`src/rtl/core/crc8sfr_pkg.sv`:
```
`default_nettype none
// ----------------------------------------------------------------------------
// crc8sfr_pkg
// Shared types, frame constants and the crc-8 step of the serial frame receiver.
// ----------------------------------------------------------------------------
package crc8sfr_pkg;

    // frame layout
    localparam int unsigned PAYLOAD_BYTES_DEF = 10;
    localparam int unsigned PAYLOAD_MAX_BYTES = 10;

    localparam logic [7:0] SYNC1_BYTE = 8'h55;
    localparam logic [7:0] SYNC2_BYTE = 8'hAA;
    localparam logic [7:0] CTRL_RX_BYTE = 8'h01;
    localparam logic [7:0] TAIL_BYTE = 8'hFF;
    localparam logic [7:0] CRC_POLY = 8'h07;
    localparam logic [7:0] CRC_INIT = 8'h00;
    localparam logic [7:0] CRC_OFF = 8'h00;

    // configuration
    localparam int unsigned APB_ADDR_W = 3;
    localparam logic [7:0] TIMEOUT_RESET = 8'd10;

    // item command codes
    localparam logic CMD_BYTE = 1'b0;
    localparam logic CMD_TICK = 1'b1;

    typedef enum logic [2:0] {
        EV_NONE       = 3'd0,
        EV_GOOD_FRAME = 3'd1,
        EV_CRC_FAIL   = 3'd2,
        EV_TICK_FRAME = 3'd3,
        EV_TICK_IDLE  = 3'd4
    } event_t;

    typedef enum logic [2:0] {
        PH_SYNC1 = 3'd0,
        PH_SYNC2 = 3'd1,
        PH_CTRL  = 3'd2,
        PH_DATA  = 3'd3,
        PH_CRC   = 3'd4,
        PH_SEQ   = 3'd5,
        PH_TAIL  = 3'd6
    } phase_t;

    // parser status seen by the frame bookkeeping
    typedef struct packed {
        logic frame_end;   // good tail byte taken this cycle
        logic crc_ok;      // crc check of the frame in flight passed
    } parse_stat_t;

    // one byte of crc-8, msb first
    function automatic logic [7:0] crc8_step(input logic [7:0] crc, input logic [7:0] b);
        logic [7:0] v;
        v = crc ^ b;
        for (int i = 0; i < 8; i++) begin
            if (v[7])
                v = {v[6:0], 1'b0} ^ CRC_POLY;
            else
                v = {v[6:0], 1'b0};
        end
        return v;
    endfunction

endpackage
`default_nettype wire

```
`src/rtl/core/crc8sfr_in_if.sv`:
```
`default_nettype none
// ----------------------------------------------------------------------------
// crc8sfr_in_if
// Input item channel: command and received byte with valid/ready.
// ----------------------------------------------------------------------------
interface crc8sfr_in_if;
    logic       valid;
    logic       ready;
    logic       cmd;
    logic [7:0] rx_byte;

    modport source (output valid, output cmd, output rx_byte, input ready);
    modport sink (input valid, input cmd, input rx_byte, output ready);
endinterface
`default_nettype wire

```
`src/rtl/core/crc8sfr_out_if.sv`:
```
`default_nettype none
// ----------------------------------------------------------------------------
// crc8sfr_out_if
// Result item channel: event code and latched frame state with valid/ready.
// ----------------------------------------------------------------------------
interface crc8sfr_out_if;
    logic        valid;
    logic        ready;
    logic [2:0]  event_res;
    logic [63:0] payload_low;
    logic [15:0] payload_high;
    logic [7:0]  crc_field;
    logic [7:0]  sequence_field;
    logic [31:0] frames_total;
    logic [31:0] crc_errors_total;
    logic        link_up;
    logic        frame_pending;

    modport source (
        output valid, output event_res, output payload_low, output payload_high,
        output crc_field, output sequence_field, output frames_total,
        output crc_errors_total, output link_up, output frame_pending,
        input ready
    );
    modport sink (
        input valid, input event_res, input payload_low, input payload_high,
        input crc_field, input sequence_field, input frames_total,
        input crc_errors_total, input link_up, input frame_pending,
        output ready
    );
endinterface
`default_nettype wire

```
`src/rtl/core/crc8sfr_parser.sv`:
```
`default_nettype none
// ----------------------------------------------------------------------------
// crc8sfr_parser
// Byte-level frame parser: sync, control, payload, crc, sequence and tail.
// ----------------------------------------------------------------------------
module crc8sfr_parser
    import crc8sfr_pkg::*;
#(
    parameter int unsigned PAYLOAD_BYTES = PAYLOAD_BYTES_DEF
)
(
    input  wire logic                       clk,
    input  wire logic                       rst_n,
    input  wire logic                       byte_en,
    input  wire logic [7:0]                 rx_byte,
    output parse_stat_t                     stat,
    output logic [PAYLOAD_BYTES*8-1:0]      work_payload,
    output logic [7:0]                      work_crc,
    output logic [7:0]                      work_sequence
);

    localparam int unsigned PW = PAYLOAD_BYTES * 8;
    localparam int unsigned CNT_W = (PAYLOAD_BYTES > 1) ? $clog2(PAYLOAD_BYTES) : 1;
    localparam logic [CNT_W-1:0] LAST_IDX = CNT_W'(PAYLOAD_BYTES - 1);

    phase_t             phase_reg, phase_next;
    logic [CNT_W-1:0]   cnt_reg, cnt_next;
    logic [7:0]         crc_reg, crc_next;
    logic               crc_ok_reg, crc_ok_next;
    logic [PW-1:0]      payload_reg, payload_next;
    logic [7:0]         wcrc_reg, wcrc_next;
    logic [7:0]         wseq_reg, wseq_next;
    logic               is_sync1;

    assign is_sync1 = (rx_byte == SYNC1_BYTE);

    always_ff @(posedge clk or negedge rst_n)
    begin
        if (!rst_n)
        begin
            phase_reg  <= PH_SYNC1;
            cnt_reg    <= '0;
            crc_reg    <= CRC_INIT;
            crc_ok_reg <= 1'b0;
        end
        else if (byte_en)
        begin
            phase_reg  <= phase_next;
            cnt_reg    <= cnt_next;
            crc_reg    <= crc_next;
            crc_ok_reg <= crc_ok_next;
        end
    end

    always_ff @(posedge clk)
    begin
        if (byte_en)
        begin
            payload_reg <= payload_next;
            wcrc_reg    <= wcrc_next;
            wseq_reg    <= wseq_next;
        end
    end

    always_comb
    begin
        phase_next   = phase_reg;
        cnt_next     = cnt_reg;
        crc_next     = crc_reg;
        crc_ok_next  = crc_ok_reg;
        payload_next = payload_reg;
        wcrc_next    = wcrc_reg;
        wseq_next    = wseq_reg;
        stat.frame_end = 1'b0;
        stat.crc_ok    = crc_ok_reg;

        case (phase_reg)
            PH_SYNC1:
            begin
                if (is_sync1)
                begin
                    crc_next   = crc8_step(CRC_INIT, rx_byte);
                    phase_next = PH_SYNC2;
                end
            end
            PH_SYNC2, PH_CTRL:
            begin
                if ((phase_reg == PH_SYNC2 && rx_byte == SYNC2_BYTE) ||
                    (phase_reg == PH_CTRL && rx_byte == CTRL_RX_BYTE))
                begin
                    crc_next   = crc8_step(crc_reg, rx_byte);
                    cnt_next   = '0;
                    phase_next = (phase_reg == PH_SYNC2) ? PH_CTRL : PH_DATA;
                end
                else
                begin
                    // resync on a fresh sync byte, else start over
                    crc_ok_next = 1'b0;
                    crc_next    = is_sync1 ? crc8_step(CRC_INIT, rx_byte) : CRC_INIT;
                    phase_next  = is_sync1 ? PH_SYNC2 : PH_SYNC1;
                end
            end
            PH_DATA:
            begin
                // bytes shift in from the top, byte 0 ends at the bottom
                payload_next = (payload_reg >> 8) | (PW'(rx_byte) << (PW - 8));
                crc_next     = crc8_step(crc_reg, rx_byte);
                if (cnt_reg == LAST_IDX)
                    phase_next = PH_CRC;
                else
                    cnt_next = cnt_reg + 1'b1;
            end
            PH_CRC:
            begin
                wcrc_next   = rx_byte;
                crc_ok_next = (rx_byte == CRC_OFF) || (rx_byte == crc_reg);
                phase_next  = PH_SEQ;
            end
            PH_SEQ:
            begin
                wseq_next  = rx_byte;
                phase_next = PH_TAIL;
            end
            PH_TAIL:
            begin
                stat.frame_end = byte_en && (rx_byte == TAIL_BYTE);
                crc_ok_next    = 1'b0;
                crc_next       = is_sync1 ? crc8_step(CRC_INIT, rx_byte) : CRC_INIT;
                phase_next     = is_sync1 ? PH_SYNC2 : PH_SYNC1;
            end
            default:
            begin
                crc_ok_next = 1'b0;
                crc_next    = CRC_INIT;
                phase_next  = PH_SYNC1;
            end
        endcase
    end

    assign work_payload  = payload_reg;
    assign work_crc      = wcrc_reg;
    assign work_sequence = wseq_reg;

endmodule
`default_nettype wire

```
`src/rtl/core/crc8_serial_frame_receiver_core.sv`:
```
`default_nettype none
// ----------------------------------------------------------------------------
// crc8_serial_frame_receiver_core
// Serial frame receiver with crc-8 check, frame latch and link timeout.
// ----------------------------------------------------------------------------
//  channel      dir  handshake       contents
//  item_in      in   valid/ready     cmd (byte or tick), rx_byte
//  result_out   out  valid/ready     event_res and the latched frame state
//  apb          in   psel/penable    timeout_ticks at addresses 0 to 3
//
//  one item per cycle while item_in.ready is high; its result shows in the cycle after acceptance
//  the crc-8 byte step and the frame bookkeeping settle in the cycle the item is accepted
//  item_in.ready drops only while a result sits unaccepted in the result register
//  asynchronous active-low reset: parser waits for the first sync byte,
//  counters and latched frame clear, silence count starts at the timeout reset
// ----------------------------------------------------------------------------
module crc8_serial_frame_receiver_core
    import crc8sfr_pkg::*;
#(
    parameter int unsigned PAYLOAD_BYTES = PAYLOAD_BYTES_DEF
)
(
    input  wire logic                   clk,
    input  wire logic                   rst_n,
    crc8sfr_in_if.sink                  item_in,
    crc8sfr_out_if.source               result_out,
    input  wire logic                   psel,
    input  wire logic                   penable,
    input  wire logic                   pwrite,
    input  wire logic [APB_ADDR_W-1:0]  paddr,
    input  wire logic [31:0]            pwdata,
    output logic [31:0]                 prdata,
    output logic                        pready
);

    localparam int unsigned PW = PAYLOAD_BYTES * 8;
    localparam int unsigned FULL_W = PAYLOAD_MAX_BYTES * 8;

    // ------------------------------------------------------------------
    // configuration register
    // ------------------------------------------------------------------
    logic [7:0] timeout_reg;
    logic       cfg_wr;

    assign pready = 1'b1;
    assign cfg_wr = psel && penable && pwrite && pready && !paddr[APB_ADDR_W-1];

    always_ff @(posedge clk or negedge rst_n)
    begin
        if (!rst_n)
            timeout_reg <= TIMEOUT_RESET;
        else if (cfg_wr)
            timeout_reg <= pwdata[7:0];
    end

    assign prdata = paddr[APB_ADDR_W-1] ? 32'd0 : 32'(timeout_reg);

    // ------------------------------------------------------------------
    // input handshake: take an item whenever the result slot is free
    // or being emptied this cycle
    // ------------------------------------------------------------------
    logic out_valid_reg;
    logic accept;
    logic byte_en;
    logic tick_en;

    assign item_in.ready = !out_valid_reg || result_out.ready;
    assign accept        = item_in.valid && item_in.ready;
    assign byte_en       = accept && (item_in.cmd == CMD_BYTE);
    assign tick_en       = accept && (item_in.cmd == CMD_TICK);

    // ------------------------------------------------------------------
    // byte parser
    // ------------------------------------------------------------------
    parse_stat_t    stat;
    logic [PW-1:0]  work_payload;
    logic [7:0]     work_crc;
    logic [7:0]     work_sequence;

    crc8sfr_parser #(
        .PAYLOAD_BYTES (PAYLOAD_BYTES)
    ) u_parser (
        .clk           (clk),
        .rst_n         (rst_n),
        .byte_en       (byte_en),
        .rx_byte       (item_in.rx_byte),
        .stat          (stat),
        .work_payload  (work_payload),
        .work_crc      (work_crc),
        .work_sequence (work_sequence)
    );

    // ------------------------------------------------------------------
    // frame latch, counters and link state
    // ------------------------------------------------------------------
    logic [PW-1:0]  held_payload_reg;
    logic [7:0]     held_crc_reg;
    logic [7:0]     held_seq_reg;
    logic           pending_reg, pending_next;
    logic           connected_reg, connected_next;
    logic [7:0]     silence_reg, silence_next;
    logic [31:0]    frames_reg, frames_next;
    logic [31:0]    crc_fail_reg, crc_fail_next;
    event_t         event_reg, event_next;
    logic           latch_frame;
    logic [7:0]     silence_aged;

    // a tick with nothing pending ages the silence count up to the timeout
    assign silence_aged = (silence_reg < timeout_reg) ? silence_reg + 8'd1 : silence_reg;

    always_comb
    begin
        pending_next   = pending_reg;
        connected_next = connected_reg;
        silence_next   = silence_reg;
        frames_next    = frames_reg;
        crc_fail_next  = crc_fail_reg;
        event_next     = EV_NONE;
        latch_frame    = 1'b0;

        if (tick_en)
        begin
            if (pending_reg)
            begin
                pending_next   = 1'b0;
                connected_next = 1'b1;
                silence_next   = 8'd0;
                event_next     = EV_TICK_FRAME;
            end
            else
            begin
                silence_next = silence_aged;
                if (silence_aged >= timeout_reg)
                    connected_next = 1'b0;
                event_next = EV_TICK_IDLE;
            end
        end
        else if (stat.frame_end)
        begin
            // any good tail counts; only a passing crc latches the frame
            frames_next = frames_reg + 32'd1;
            if (stat.crc_ok)
            begin
                latch_frame    = 1'b1;
                pending_next   = 1'b1;
                connected_next = 1'b1;
                silence_next   = 8'd0;
                event_next     = EV_GOOD_FRAME;
            end
            else
            begin
                crc_fail_next = crc_fail_reg + 32'd1;
                event_next    = EV_CRC_FAIL;
            end
        end
    end

    always_ff @(posedge clk or negedge rst_n)
    begin
        if (!rst_n)
        begin
            held_payload_reg <= '0;
            held_crc_reg     <= 8'd0;
            held_seq_reg     <= 8'd0;
            pending_reg      <= 1'b0;
            connected_reg    <= 1'b0;
            silence_reg      <= TIMEOUT_RESET;
            frames_reg       <= 32'd0;
            crc_fail_reg     <= 32'd0;
            event_reg        <= EV_NONE;
            out_valid_reg    <= 1'b0;
        end
        else
        begin
            if (accept)
            begin
                pending_reg   <= pending_next;
                connected_reg <= connected_next;
                silence_reg   <= silence_next;
                frames_reg    <= frames_next;
                crc_fail_reg  <= crc_fail_next;
                event_reg     <= event_next;
            end
            if (latch_frame)
            begin
                held_payload_reg <= work_payload;
                held_crc_reg     <= work_crc;
                held_seq_reg     <= work_sequence;
            end
            // result slot: filled on accept, emptied when taken
            if (accept)
                out_valid_reg <= 1'b1;
            else if (result_out.ready)
                out_valid_reg <= 1'b0;
        end
    end

    // ------------------------------------------------------------------
    // result item: state only moves on accept, so the state registers
    // together with the event register form the result register
    // ------------------------------------------------------------------
    logic [FULL_W-1:0] held_full;

    // unused payload bytes read as zero
    assign held_full = FULL_W'(held_payload_reg);

    assign result_out.valid            = out_valid_reg;
    assign result_out.event_res        = event_reg;
    assign result_out.payload_low      = held_full[63:0];
    assign result_out.payload_high     = held_full[79:64];
    assign result_out.crc_field        = held_crc_reg;
    assign result_out.sequence_field   = held_seq_reg;
    assign result_out.frames_total     = frames_reg;
    assign result_out.crc_errors_total = crc_fail_reg;
    assign result_out.link_up          = connected_reg;
    assign result_out.frame_pending    = pending_reg;

endmodule
`default_nettype wire

```
`src/flat_wrapper.sv`:
```
// flat-port wrapper written by rule: the top's interface ports become plain ports
module crc8_serial_frame_receiver_core_flat import crc8sfr_pkg::*;
#(
    parameter int unsigned PAYLOAD_BYTES = PAYLOAD_BYTES_DEF
)
  (clk, rst_n, psel, penable, pwrite, paddr, pwdata, prdata, pready, item_in_valid, item_in_cmd, item_in_rx_byte, item_in_ready, result_out_valid, result_out_event_res, result_out_payload_low, result_out_payload_high, result_out_crc_field, result_out_sequence_field, result_out_frames_total, result_out_crc_errors_total, result_out_link_up, result_out_frame_pending, result_out_ready);
  crc8sfr_in_if item_in_i ();
  crc8sfr_out_if result_out_i ();
  input  wire logic clk;
  input  wire logic rst_n;
  input  wire logic psel;
  input  wire logic penable;
  input  wire logic pwrite;
  input  wire logic [APB_ADDR_W-1:0] paddr;
  input  wire logic [31:0] pwdata;
  output logic [31:0] prdata;
  output logic pready;
  input wire logic [$bits(item_in_i.valid)-1:0] item_in_valid;
  input wire logic [$bits(item_in_i.cmd)-1:0] item_in_cmd;
  input wire logic [$bits(item_in_i.rx_byte)-1:0] item_in_rx_byte;
  output wire logic [$bits(item_in_i.ready)-1:0] item_in_ready;
  output wire logic [$bits(result_out_i.valid)-1:0] result_out_valid;
  output wire logic [$bits(result_out_i.event_res)-1:0] result_out_event_res;
  output wire logic [$bits(result_out_i.payload_low)-1:0] result_out_payload_low;
  output wire logic [$bits(result_out_i.payload_high)-1:0] result_out_payload_high;
  output wire logic [$bits(result_out_i.crc_field)-1:0] result_out_crc_field;
  output wire logic [$bits(result_out_i.sequence_field)-1:0] result_out_sequence_field;
  output wire logic [$bits(result_out_i.frames_total)-1:0] result_out_frames_total;
  output wire logic [$bits(result_out_i.crc_errors_total)-1:0] result_out_crc_errors_total;
  output wire logic [$bits(result_out_i.link_up)-1:0] result_out_link_up;
  output wire logic [$bits(result_out_i.frame_pending)-1:0] result_out_frame_pending;
  input wire logic [$bits(result_out_i.ready)-1:0] result_out_ready;
  assign item_in_i.valid = item_in_valid;
  assign item_in_i.cmd = item_in_cmd;
  assign item_in_i.rx_byte = item_in_rx_byte;
  assign item_in_ready = item_in_i.ready;
  assign result_out_valid = result_out_i.valid;
  assign result_out_event_res = result_out_i.event_res;
  assign result_out_payload_low = result_out_i.payload_low;
  assign result_out_payload_high = result_out_i.payload_high;
  assign result_out_crc_field = result_out_i.crc_field;
  assign result_out_sequence_field = result_out_i.sequence_field;
  assign result_out_frames_total = result_out_i.frames_total;
  assign result_out_crc_errors_total = result_out_i.crc_errors_total;
  assign result_out_link_up = result_out_i.link_up;
  assign result_out_frame_pending = result_out_i.frame_pending;
  assign result_out_i.ready = result_out_ready;
  crc8_serial_frame_receiver_core #(.PAYLOAD_BYTES(PAYLOAD_BYTES)) u_core (.clk(clk), .rst_n(rst_n), .item_in(item_in_i), .result_out(result_out_i), .psel(psel), .penable(penable), .pwrite(pwrite), .paddr(paddr), .pwdata(pwdata), .prdata(prdata), .pready(pready));
endmodule
```
`config.mk`:
```
export PLATFORM = sky130hd
export DESIGN_NAME = crc8_serial_frame_receiver_core_flat
export DESIGN_NICKNAME = d
export VERILOG_FILES = /design/src/rtl/core/crc8sfr_pkg.sv /design/src/rtl/core/crc8sfr_in_if.sv /design/src/rtl/core/crc8sfr_out_if.sv /design/src/rtl/core/crc8sfr_parser.sv /design/src/rtl/core/crc8_serial_frame_receiver_core.sv /design/src/flat_wrapper.sv
export SDC_FILE = /design/constraint.sdc
export NUM_CORES = 1
export LEC_CHECK = 0
export BUFFER_PORTS_ARGS = -buffer_cell sky130_fd_sc_hd__buf_2
export CAP_MARGIN = 20
export CORE_ASPECT_RATIO = 0.5
export CORE_MARGIN = 1
export CORE_UTILIZATION = 55
export DETAILED_ROUTE_END_ITERATION = 6
export PLACE_DENSITY = 0.8
export SETUP_SLACK_MARGIN = 0.02
export SYNTH_ARGS = -nofsm -noshare
export SYNTH_HDL_FRONTEND = slang
export SYNTH_HIERARCHICAL = 1
export SYNTH_SLANG_ARGS = --single-unit
```
`constraint.sdc`:
```
create_clock -name clk -period 10 [get_ports clk]
set_clock_uncertainty 0.2 [all_clocks]
set_input_delay 0 -clock clk [delete_from_list [all_inputs] [get_ports clk]]
set_output_delay 0 -clock clk [all_outputs]
set_load 0.005 [all_outputs]
```
Yosys cells after proc, flatten, opt, wreduce, memory -nomap -nowiden
Index checks and enable logic that the tools add are counted.
Storage, ports and cells
  flip-flop bits (word level): 294
  bits of input ports: 51
  output and inout bits: 200
  word-level logic and storage cells: 251
Operators by class
  $add $sub $neg: 4
  order comparisons: 2
  eq/ne operators: 18
  multiplexer cells: 131
  bitwise gates (word level): 44
  reductions and logical operators: 34
Operators with widths (number)
  $mux 8: 66
  $mux 3: 42
  $not 3->3: 37
  $or 72x80->80: 1
  $add 32x1->32 const B: 2
  $pmux 8 s5: 1
  $pmux 3 s6: 1
  $eq 8x8->1 const B: 2
  $mux 1: 15
  $reduce_and 3->1: 5
  $reduce_and 4->1: 3
  $ne 2x2->1 const B: 5
  $eq 3x3->1 const B: 3
  $logic_and 1x1->1: 9
  $add 8x1->8 const B: 1
  $eq 8x1->1 const B: 1
  $eq 8x7->1 const B: 1
  $eq 8x8->1: 1
  $ge 8x8->1: 1
  $logic_not 8->1: 1
  $lt 8x8->1: 1
  $mux 4: 2
  $pmux 4 s2: 1
  $reduce_bool 2->1: 4
  other kinds (15): 27

Longest topological paths before layout
Gate-level depths: netlist of run 1.
  depth in word-level cells: 34
  depth in mapped cells: 13
  mapped depth without buffers: 12

By module
Netlist of run 1, hierarchy kept.
By module, submodules not included
  crc8_serial_frame_receiver_core: instances 1, cells each 652, area each 8135.3 µm², sequential area each 4559.4 µm²
  crc8sfr_parser: instances 1, cells each 264, area each 4435.5 µm², sequential area each 3283.1 µm²

Worst setup path before layout of run 1
No wires, ideal clock.
  path type: register -> register
  from: reg u_core.out_valid_reg (netlist: u_core/result_out.valid)
  to: reg u_core.u_parser.payload_reg[0] (netlist: u_core/u_parser/work_payload[0]) (enable)
  arrival time: 6678 ps
  data required time: 9181 ps
  slack: 2502 ps
  cell stages (with the launch flop): 7
  buffers on the path: 0
  period minus slack after synthesis: 7498 ps
  cell sequence: dfrtp_1 nor2b_1 inv_2 nand2_1 nor2_1 nand2_1 nor3_1
Between the ends
  longest elaborated chain between the ends: 5
Ends and longest elaborated chain
  from (decl): line crc8_serial_frame_receiver_core.sv:62  | logic out_valid_reg;
  from (signal assigned): line crc8_serial_frame_receiver_core.sv:171  | out_valid_reg <= 1'b0;
  from (signal assigned): line crc8_serial_frame_receiver_core.sv:192  | out_valid_reg <= 1'b1;
  from (signal assigned): line crc8_serial_frame_receiver_core.sv:194  | out_valid_reg <= 1'b0;
  $logic_not 1->1: line crc8_serial_frame_receiver_core.sv:67  | assign item_in.ready = !out_valid_reg || result_out.ready;
  $logic_or 1x1->1: line crc8_serial_frame_receiver_core.sv:67
  named net item_in_ready: line flat_wrapper.sv:21  | output wire logic [$bits(item_in_i.ready)-1:0] item_in_ready;
  $logic_and 1x1->1: line crc8_serial_frame_receiver_core.sv:68  | assign accept = item_in.valid && item_in.ready;
  $logic_and 1x1->1: line crc8_serial_frame_receiver_core.sv:69  | assign byte_en = accept && (item_in.cmd == CMD_BYTE);
  named net u_core.byte_en: line crc8_serial_frame_receiver_core.sv:64  | logic byte_en;
  $reduce_and 2->1 (no source line)
  to (signal assigned): line crc8sfr_parser.sv:59  | payload_reg <= payload_next;
  to (decl): line crc8sfr_parser.sv:30  | logic [PW-1:0] payload_reg, payload_next;
The timed path passes the listed nets, and every way through them passes these cells.
A chain may end at the register's enable or synchronous reset.

==> results of run 1 <==
-- where the power goes --
part | total (W) | internal, W | switching (W)
logic | 0.000394 | 0.000180 | 0.000213
clock network | 0.00101 | 0.000575 | 0.000436
registers | 0.00137 | 0.00131 | 0.0000571
total | 0.00277 | 0.00207 | 0.000706
-- Yosys cell counts, drive strengths merged (3+ instances only) --
master,instances
a211oi,5
dfrtp,194
a221o,7
xnor2,69
and3,13
nor2b,5
mux2,108
buf,42
nor4,8
a22o,3
xor2,32
nand3,31
a21o,4
a21oi,10
nor2,37
inv,29
o21ai,13
a31oi,10
nand4,19
or3,4
dfstp,4
and4b,4
nand2,54
ha,35
nor3,27
clkbuf,10
a211o,3
and2,4
and4,5
nand2b,4
nand4b,3
edfxtp,96
-- what timing repair did --
item | in CTS | in global routing
buffers inserted | 0 | 0
hold endpoints to repair | 217 | 28
hold buffers | 30 | 1
-- kinds of logic after synthesis --
group           after synthesis  share of synthesized area [%]
fa+ha+maj                    35                           3.48
xor+xnor                    102                           7.43
other cells                   2                         0.0597
simple gates                225                           9.56
mux                         108                           9.67
buf+inv                      81                           3.52
flops                       294                           62.4
compound gates               69                           3.89
-- routing by layer --
| metal | vias to the layer above | wire, um | track usage (%) |
|---|---|---|---|
| li1 | 3700 | - | - |
| met1 | 4047 | 11300 | 29.3 |
| met2 | 215 | 13100 | 37.6 |
| met3 | 49 | 1010 | 3.26 |
| met4 | 0 | 757 | 7.24 |
| met5 | - | 0 | 0 |
-- how the worst max path moves through the flow --
stage,start,to,slack [ps],cells past startpoint
floorplan,u_core/result_out.valid,u_core/u_parser/work_payload[0],2500,6
global placement,u_core/result_out.valid,u_core/result_out.frames_total[24],6080,12
detailed placement,u_core/result_out.valid,u_core/result_out.frames_total[14],6000,12
CTS,u_core/result_out.valid,u_core/result_out.frames_total[14],6010,12
global route,u_core/result_out.valid,u_core/result_out.frames_total[24],5550,12
finish,u_core/result_out.valid,u_core/result_out.frames_total[30],5950,12
-- through the flow --
step	area [um2]	hold WS (ps)	util, %	total power [W]	setup slack, ps
after floorplan	12700	-496	-	0.00166	2500
after global placement	13800	19.5	62.5	0.00173	6080
after detailed placement	13800	37.7	62.5	0.00175	6000
after CTS	14900	37.7	67.8	0.00278	6010
after global routing	15000	165	68.2	0.00289	5550
final	15000	139	68.2	0.00277	5950
-- critical path: cells and delay by family (launching register included) --
kind,cells,cell delay [ps]
xor gates and xnor gates,1,180
buffers and inverters,2,380
DFF,1,370
and+or+nand+nor,9,2800
-- layout make-up --
cell class,count,area share (%)
clock buffers,35,4.69
flip-flops and latches,294,52.3
clock inverters,13,1.03
well taps,300,2.50
repair buffers,239,9.51
multi-input cells,564,29.3
inverters,29,0.725
==> results.yml, run 1 <==
critical_path:
  path_cells: "nor2b_1, inv_2, nand2_1, nor2_1, nand2_1, nor4_1, buf_4, and4b_1, nand3_1, nor4_2, nand3_1, xnor2_1"
  endpoint_kind: "flop"
  critical_path_arrival_ps: 4270
  cp_max_fo: 10
  crit_type: "reg -> reg"
  cpPeakStageDelay_ps: 910
  r2r_setup_slack_ps: 5950
  crit_path_top_delay_cell: "nor4_2"
  r2r_cells: 12
  required_ps: 10220
  r2r-end: "u_core/result_out.frames_total[30]"
  cp-start-kind: "flop"
  timing.rr.start: "u_core/result_out.valid"
power:
  irDropWorstVdd_uv: 101
  leakage_nw: 7.27
  power_density_nw_per_um2: 185
finish:
  finalNonFillerCells: 1474
  layout_commonest_cell: "buf_2"
  final_cell_mix: "198 x buf_2, 194 x dfrtp_1, 108 x mux2_2"
  diodes: 0
  seq_area_um2: 7840
  fin_nets: 1240
  area_growth_pct: 19.4
  fillers: 1537
  drive_gt1_share_pct: 32.1
  multiInputGateArea_um2: 4390
clock_network:
  cts_resized: 0
  clkSlewWorstSetupHoldPaths_ps: 60
  numCtsBuffers: 26
  clk-insertion-delay-late_ps: 540
  htree_levels: 1
  cts_tree: "built"
  cts.sinks: 294
  clock-root-buffer: "clkbuf_16"
  clock_path_buffers: 3
global_route:
  grt-ovfl-total: 0
  antenna_found_initial: 0
  grt_pass1_vias: 7933
  track_usage_pct: 22.0
  grt_max_degree: 123
  grt_pass1_wl_mm: 41.2
logic_synthesis:
  ys_warn_count: 6
  synth.avg_cell_area_um2: 13.7
  seq_area_frac_synth_pct: 62.4
  async_reset_ff_share_pct: 67.3
  synthFlopType: "dfrtp_1"
  synthTopCellsByArea: "dfrtp_1 39%, edfxtp_1 23%, mux2_2 9.7%, xnor2_1 4.7%, ha_1 3.5%"
  synth-seq-cells: 294
  yosysTopAreaCell: "dfrtp_1"
  synth_top_area_share_pct: 38.6
  synth_cell_types: 65
  netlist_area_um2: 12600
  synth-edff-count: 96
  syn_inst: 916
timing:
  fin_crit_sh_pct: 40.5
  max_freq_mhz: 247
  setup_viol: 0
  tightest_slew_ps: 1070
  tns_ps: 0
  hold_viol_final: 0
  finalCriticalPeriod_ps: 4050
  rsz0062_at_grt: "false"
  final-max-slew-violation-count: 0
  slew_headroom_pct: 28.9
hold_path:
  worstHoldPathType: "in -> out"
  hold_start: "paddr[2]"
  min_path_cells: 3
  min_to: "prdata[1]"
die:
  initial_core_util_pct: 57.1
  coreArea_um2: 22000
  die_area_um2: 23500
  ios: 251
  die_x_um: 216
  rows: 38
  die_y_um: 109
routing:
  vias: 8011
  drtAntennaViolNets: 0
  viasPerCell: 5.43
  dr.pass1.iters: 7
  drc: 0
  drtIter0Drc: 565
  totalWireLength_mm: 26.1
  wl_per_cell_um: 17.7
placement:
  port_buffers: 199
  place_hpwl_mm: 17.1
  placed_cells: 1391
  gp_congestion: 0.835
status:
  outcome: "finished, final reports clean"
run:
  cap_violations: 0
Note: power is estimated with default switching activity, not from simulation.
==> inputs of run 2 (changes only) <==
==> constraint.sdc (replaced) <==
create_clock -name clk -period 3.8 [get_ports clk]
set_clock_uncertainty 0.2 [all_clocks]
set_input_delay 0 -clock clk [delete_from_list [all_inputs] [get_ports clk]]
set_output_delay 0 -clock clk [all_outputs]
set_load 0.005 [all_outputs]
==> run 2 against run 1 <==
  * Die area unchanged
  * Flip-flop and latch count unchanged
  * Core utilization up 0.18 points
  * Global-route usage up 0.44 points
  * Largest power group unchanged
  * Non-clock buffer count up 6
  * Largest cell class unchanged
==> results.yml, run 2 (synthesized netlist as in run 1, its figures left out) <==
timing:
  fin_crit_sh_pct: 89.2
  slew_headroom_pct: 46.7
  final-max-slew-violation-count: 0
  max_freq_mhz: 295
  fin_ws_ps: 411
  hold_viol_final: 0
  tns_ps: 0
  rsz0062_at_grt: "false"
  finalCriticalPeriod_ps: 3390
  tightest_slew_ps: 799
  whs_ps: 144
  setup_viol: 0
hold_path:
  hold_start: "paddr[2]"
  min_path_cells: 3
  min_to: "prdata[1]"
  worstHoldPathType: "in -> out"
routing:
  dr.pass1.iters: 5
  wl_per_cell_um: 17.8
  totalWireLength_mm: 26.4
  drtIter0Drc: 564
  drtAntennaViolNets: 0
  drc: 0
  vias: 7951
  viasPerCell: 5.38
clock_network:
  numCtsBuffers: 25
  clock_path_buffers: 3
  cts.sinks: 294
  clkSlewWorstSetupHoldPaths_ps: 60
  clk-insertion-delay-late_ps: 520
  clock-root-buffer: "clkbuf_16"
  htree_levels: 1
  cts_tree: "built"
placement:
  place_ws_ps: 255
  place_hpwl_mm: 17.7
  port_buffers: 199
  gp_congestion: 0.845
  placed_cells: 1399
die:
  coreArea_um2: 22000
  die_y_um: 109
  rows: 38
  die_x_um: 216
  die_area_um2: 23500
  ios: 251
  initial_core_util_pct: 57.1
critical_path:
  cpPeakStageDelay_ps: 470
  timing.rr.start: "u_core/result_out.valid"
  crit_path_frequent_cell: "nand2_1"
  r2r-end: "u_core/result_out.crc_errors_total[22]"
  path_cells: "nor2b_1, inv_2, nand2_1, nor2_2, nand2_1, nor4_2, nand2b_1, or4_4, or3_4, nor4_4, xnor2_1"
  required_ps: 4040
  cp-start-kind: "flop"
  crit_path_top_delay_cell: "or4_4"
  crit_buf_inv: 1
  cp_top_family: "simple AND/OR/NAND/NOR gates"
  r2r_setup_slack_ps: 410
  crit_type: "reg -> reg"
  critical_path_arrival_ps: 3630
  endpoint_kind: "flop"
  r2r_cells: 11
  cp_max_fo: 10
power:
  leakage_nw: 7.28
  irDropWorstVdd_uv: 319
  power_density_nw_per_um2: 480
status:
  outcome: "finished, final reports clean"
finish:
  layout_commonest_cell: "buf_2"
  final_cell_mix: "198 x buf_2, 194 x dfrtp_1, 108 x mux2_2"
  final_core_util_pct: 68.3
  diodes: 0
  finalNonFillerCells: 1478
  fin_nets: 1245
  fillers: 1527
  area_growth_pct: 19.7
  drive_gt1_share_pct: 32.8
global_route:
  grt_pass1_vias: 8100
  antenna_found_initial: 0
  grt_pass1_wl_mm: 42.1
  track_usage_pct: 22.5
  grt_max_degree: 97
  grt-ovfl-total: 0
run:
  cap_violations: 0
-- run 2: worst max path at each step --
stage | start | to | slack, ps | cells past startpoint
3_3_place_gp | u_core/result_out.valid | u_core/result_out.crc_errors_total[28] | 360 | 11
5_1_grt | u_core/result_out.valid | u_core/result_out.crc_errors_total[24] | 100 | 11
4_1_cts | u_core/result_out.valid | u_core/result_out.crc_errors_total[22] | 180 | 11
2_1_floorplan | u_core/result_out.valid | u_core/u_parser/work_payload[0] | 30 | 6
3_5_place_dp | u_core/result_out.valid | u_core/result_out.crc_errors_total[22] | 260 | 11
6_report | u_core/result_out.valid | u_core/result_out.crc_errors_total[22] | 410 | 11
-- run 2: what timing repair did --
| item | 4_1_cts | 5_1_grt |
|---|---|---|
| gates resized for setup | 0 | 2 |
| hold buffers | 32 | 0 |
| hold endpoints to repair | 278 | 0 |
| setup endpoints to repair | 0 | 7 |
| setup buffers | 0 | 0 |
-- run 2: tightest hold or removal path, cell delays in order --
cell and delay (ps):
buf_2 170, nor2_1 50, buf_2 120
-- run 2: power by group --
| part | internal [W] | switching [W] | total, W |
|---|---|---|---|
| Sequential | 0.00344 | 0.000153 | 0.00360 |
| Combinational | 0.000479 | 0.000571 | 0.00105 |
| Clock | 0.00144 | 0.00113 | 0.00257 |
-- run 2: layout make-up --
type | count | area (um2) | area share (%)
sequential | 294 | 7840 | 52.1
multi-input combinational | 564 | 4410 | 29.3
timing repair buffer | 245 | 1490 | 9.87
clock buffer | 30 | 654 | 4.35
tap | 300 | 375 | 2.49
clock inverter | 16 | 165 | 1.10
inverter | 29 | 109 | 0.723
-- run 2: metrics by stage --
step           cell area, um2  power (W)
3_3_place_gp            13900    0.00456
3_5_place_dp            13900    0.00463
4_1_cts                 15000    0.00725
2_1_floorplan           12700    0.00437
5_1_grt                 15000    0.00752
6_report                15000    0.00722
-- run 2: layer usage --
layer	wire (um)	part of all wire, %	vias to the layer above	track usage [%]
met5	0	0	-	0
met4	548	2.1	0	5.52
met3	880	3.3	49	2.93
met2	13700	52	194	40.8
met1	11200	43	3991	28.9
li1	-	-	3717	-
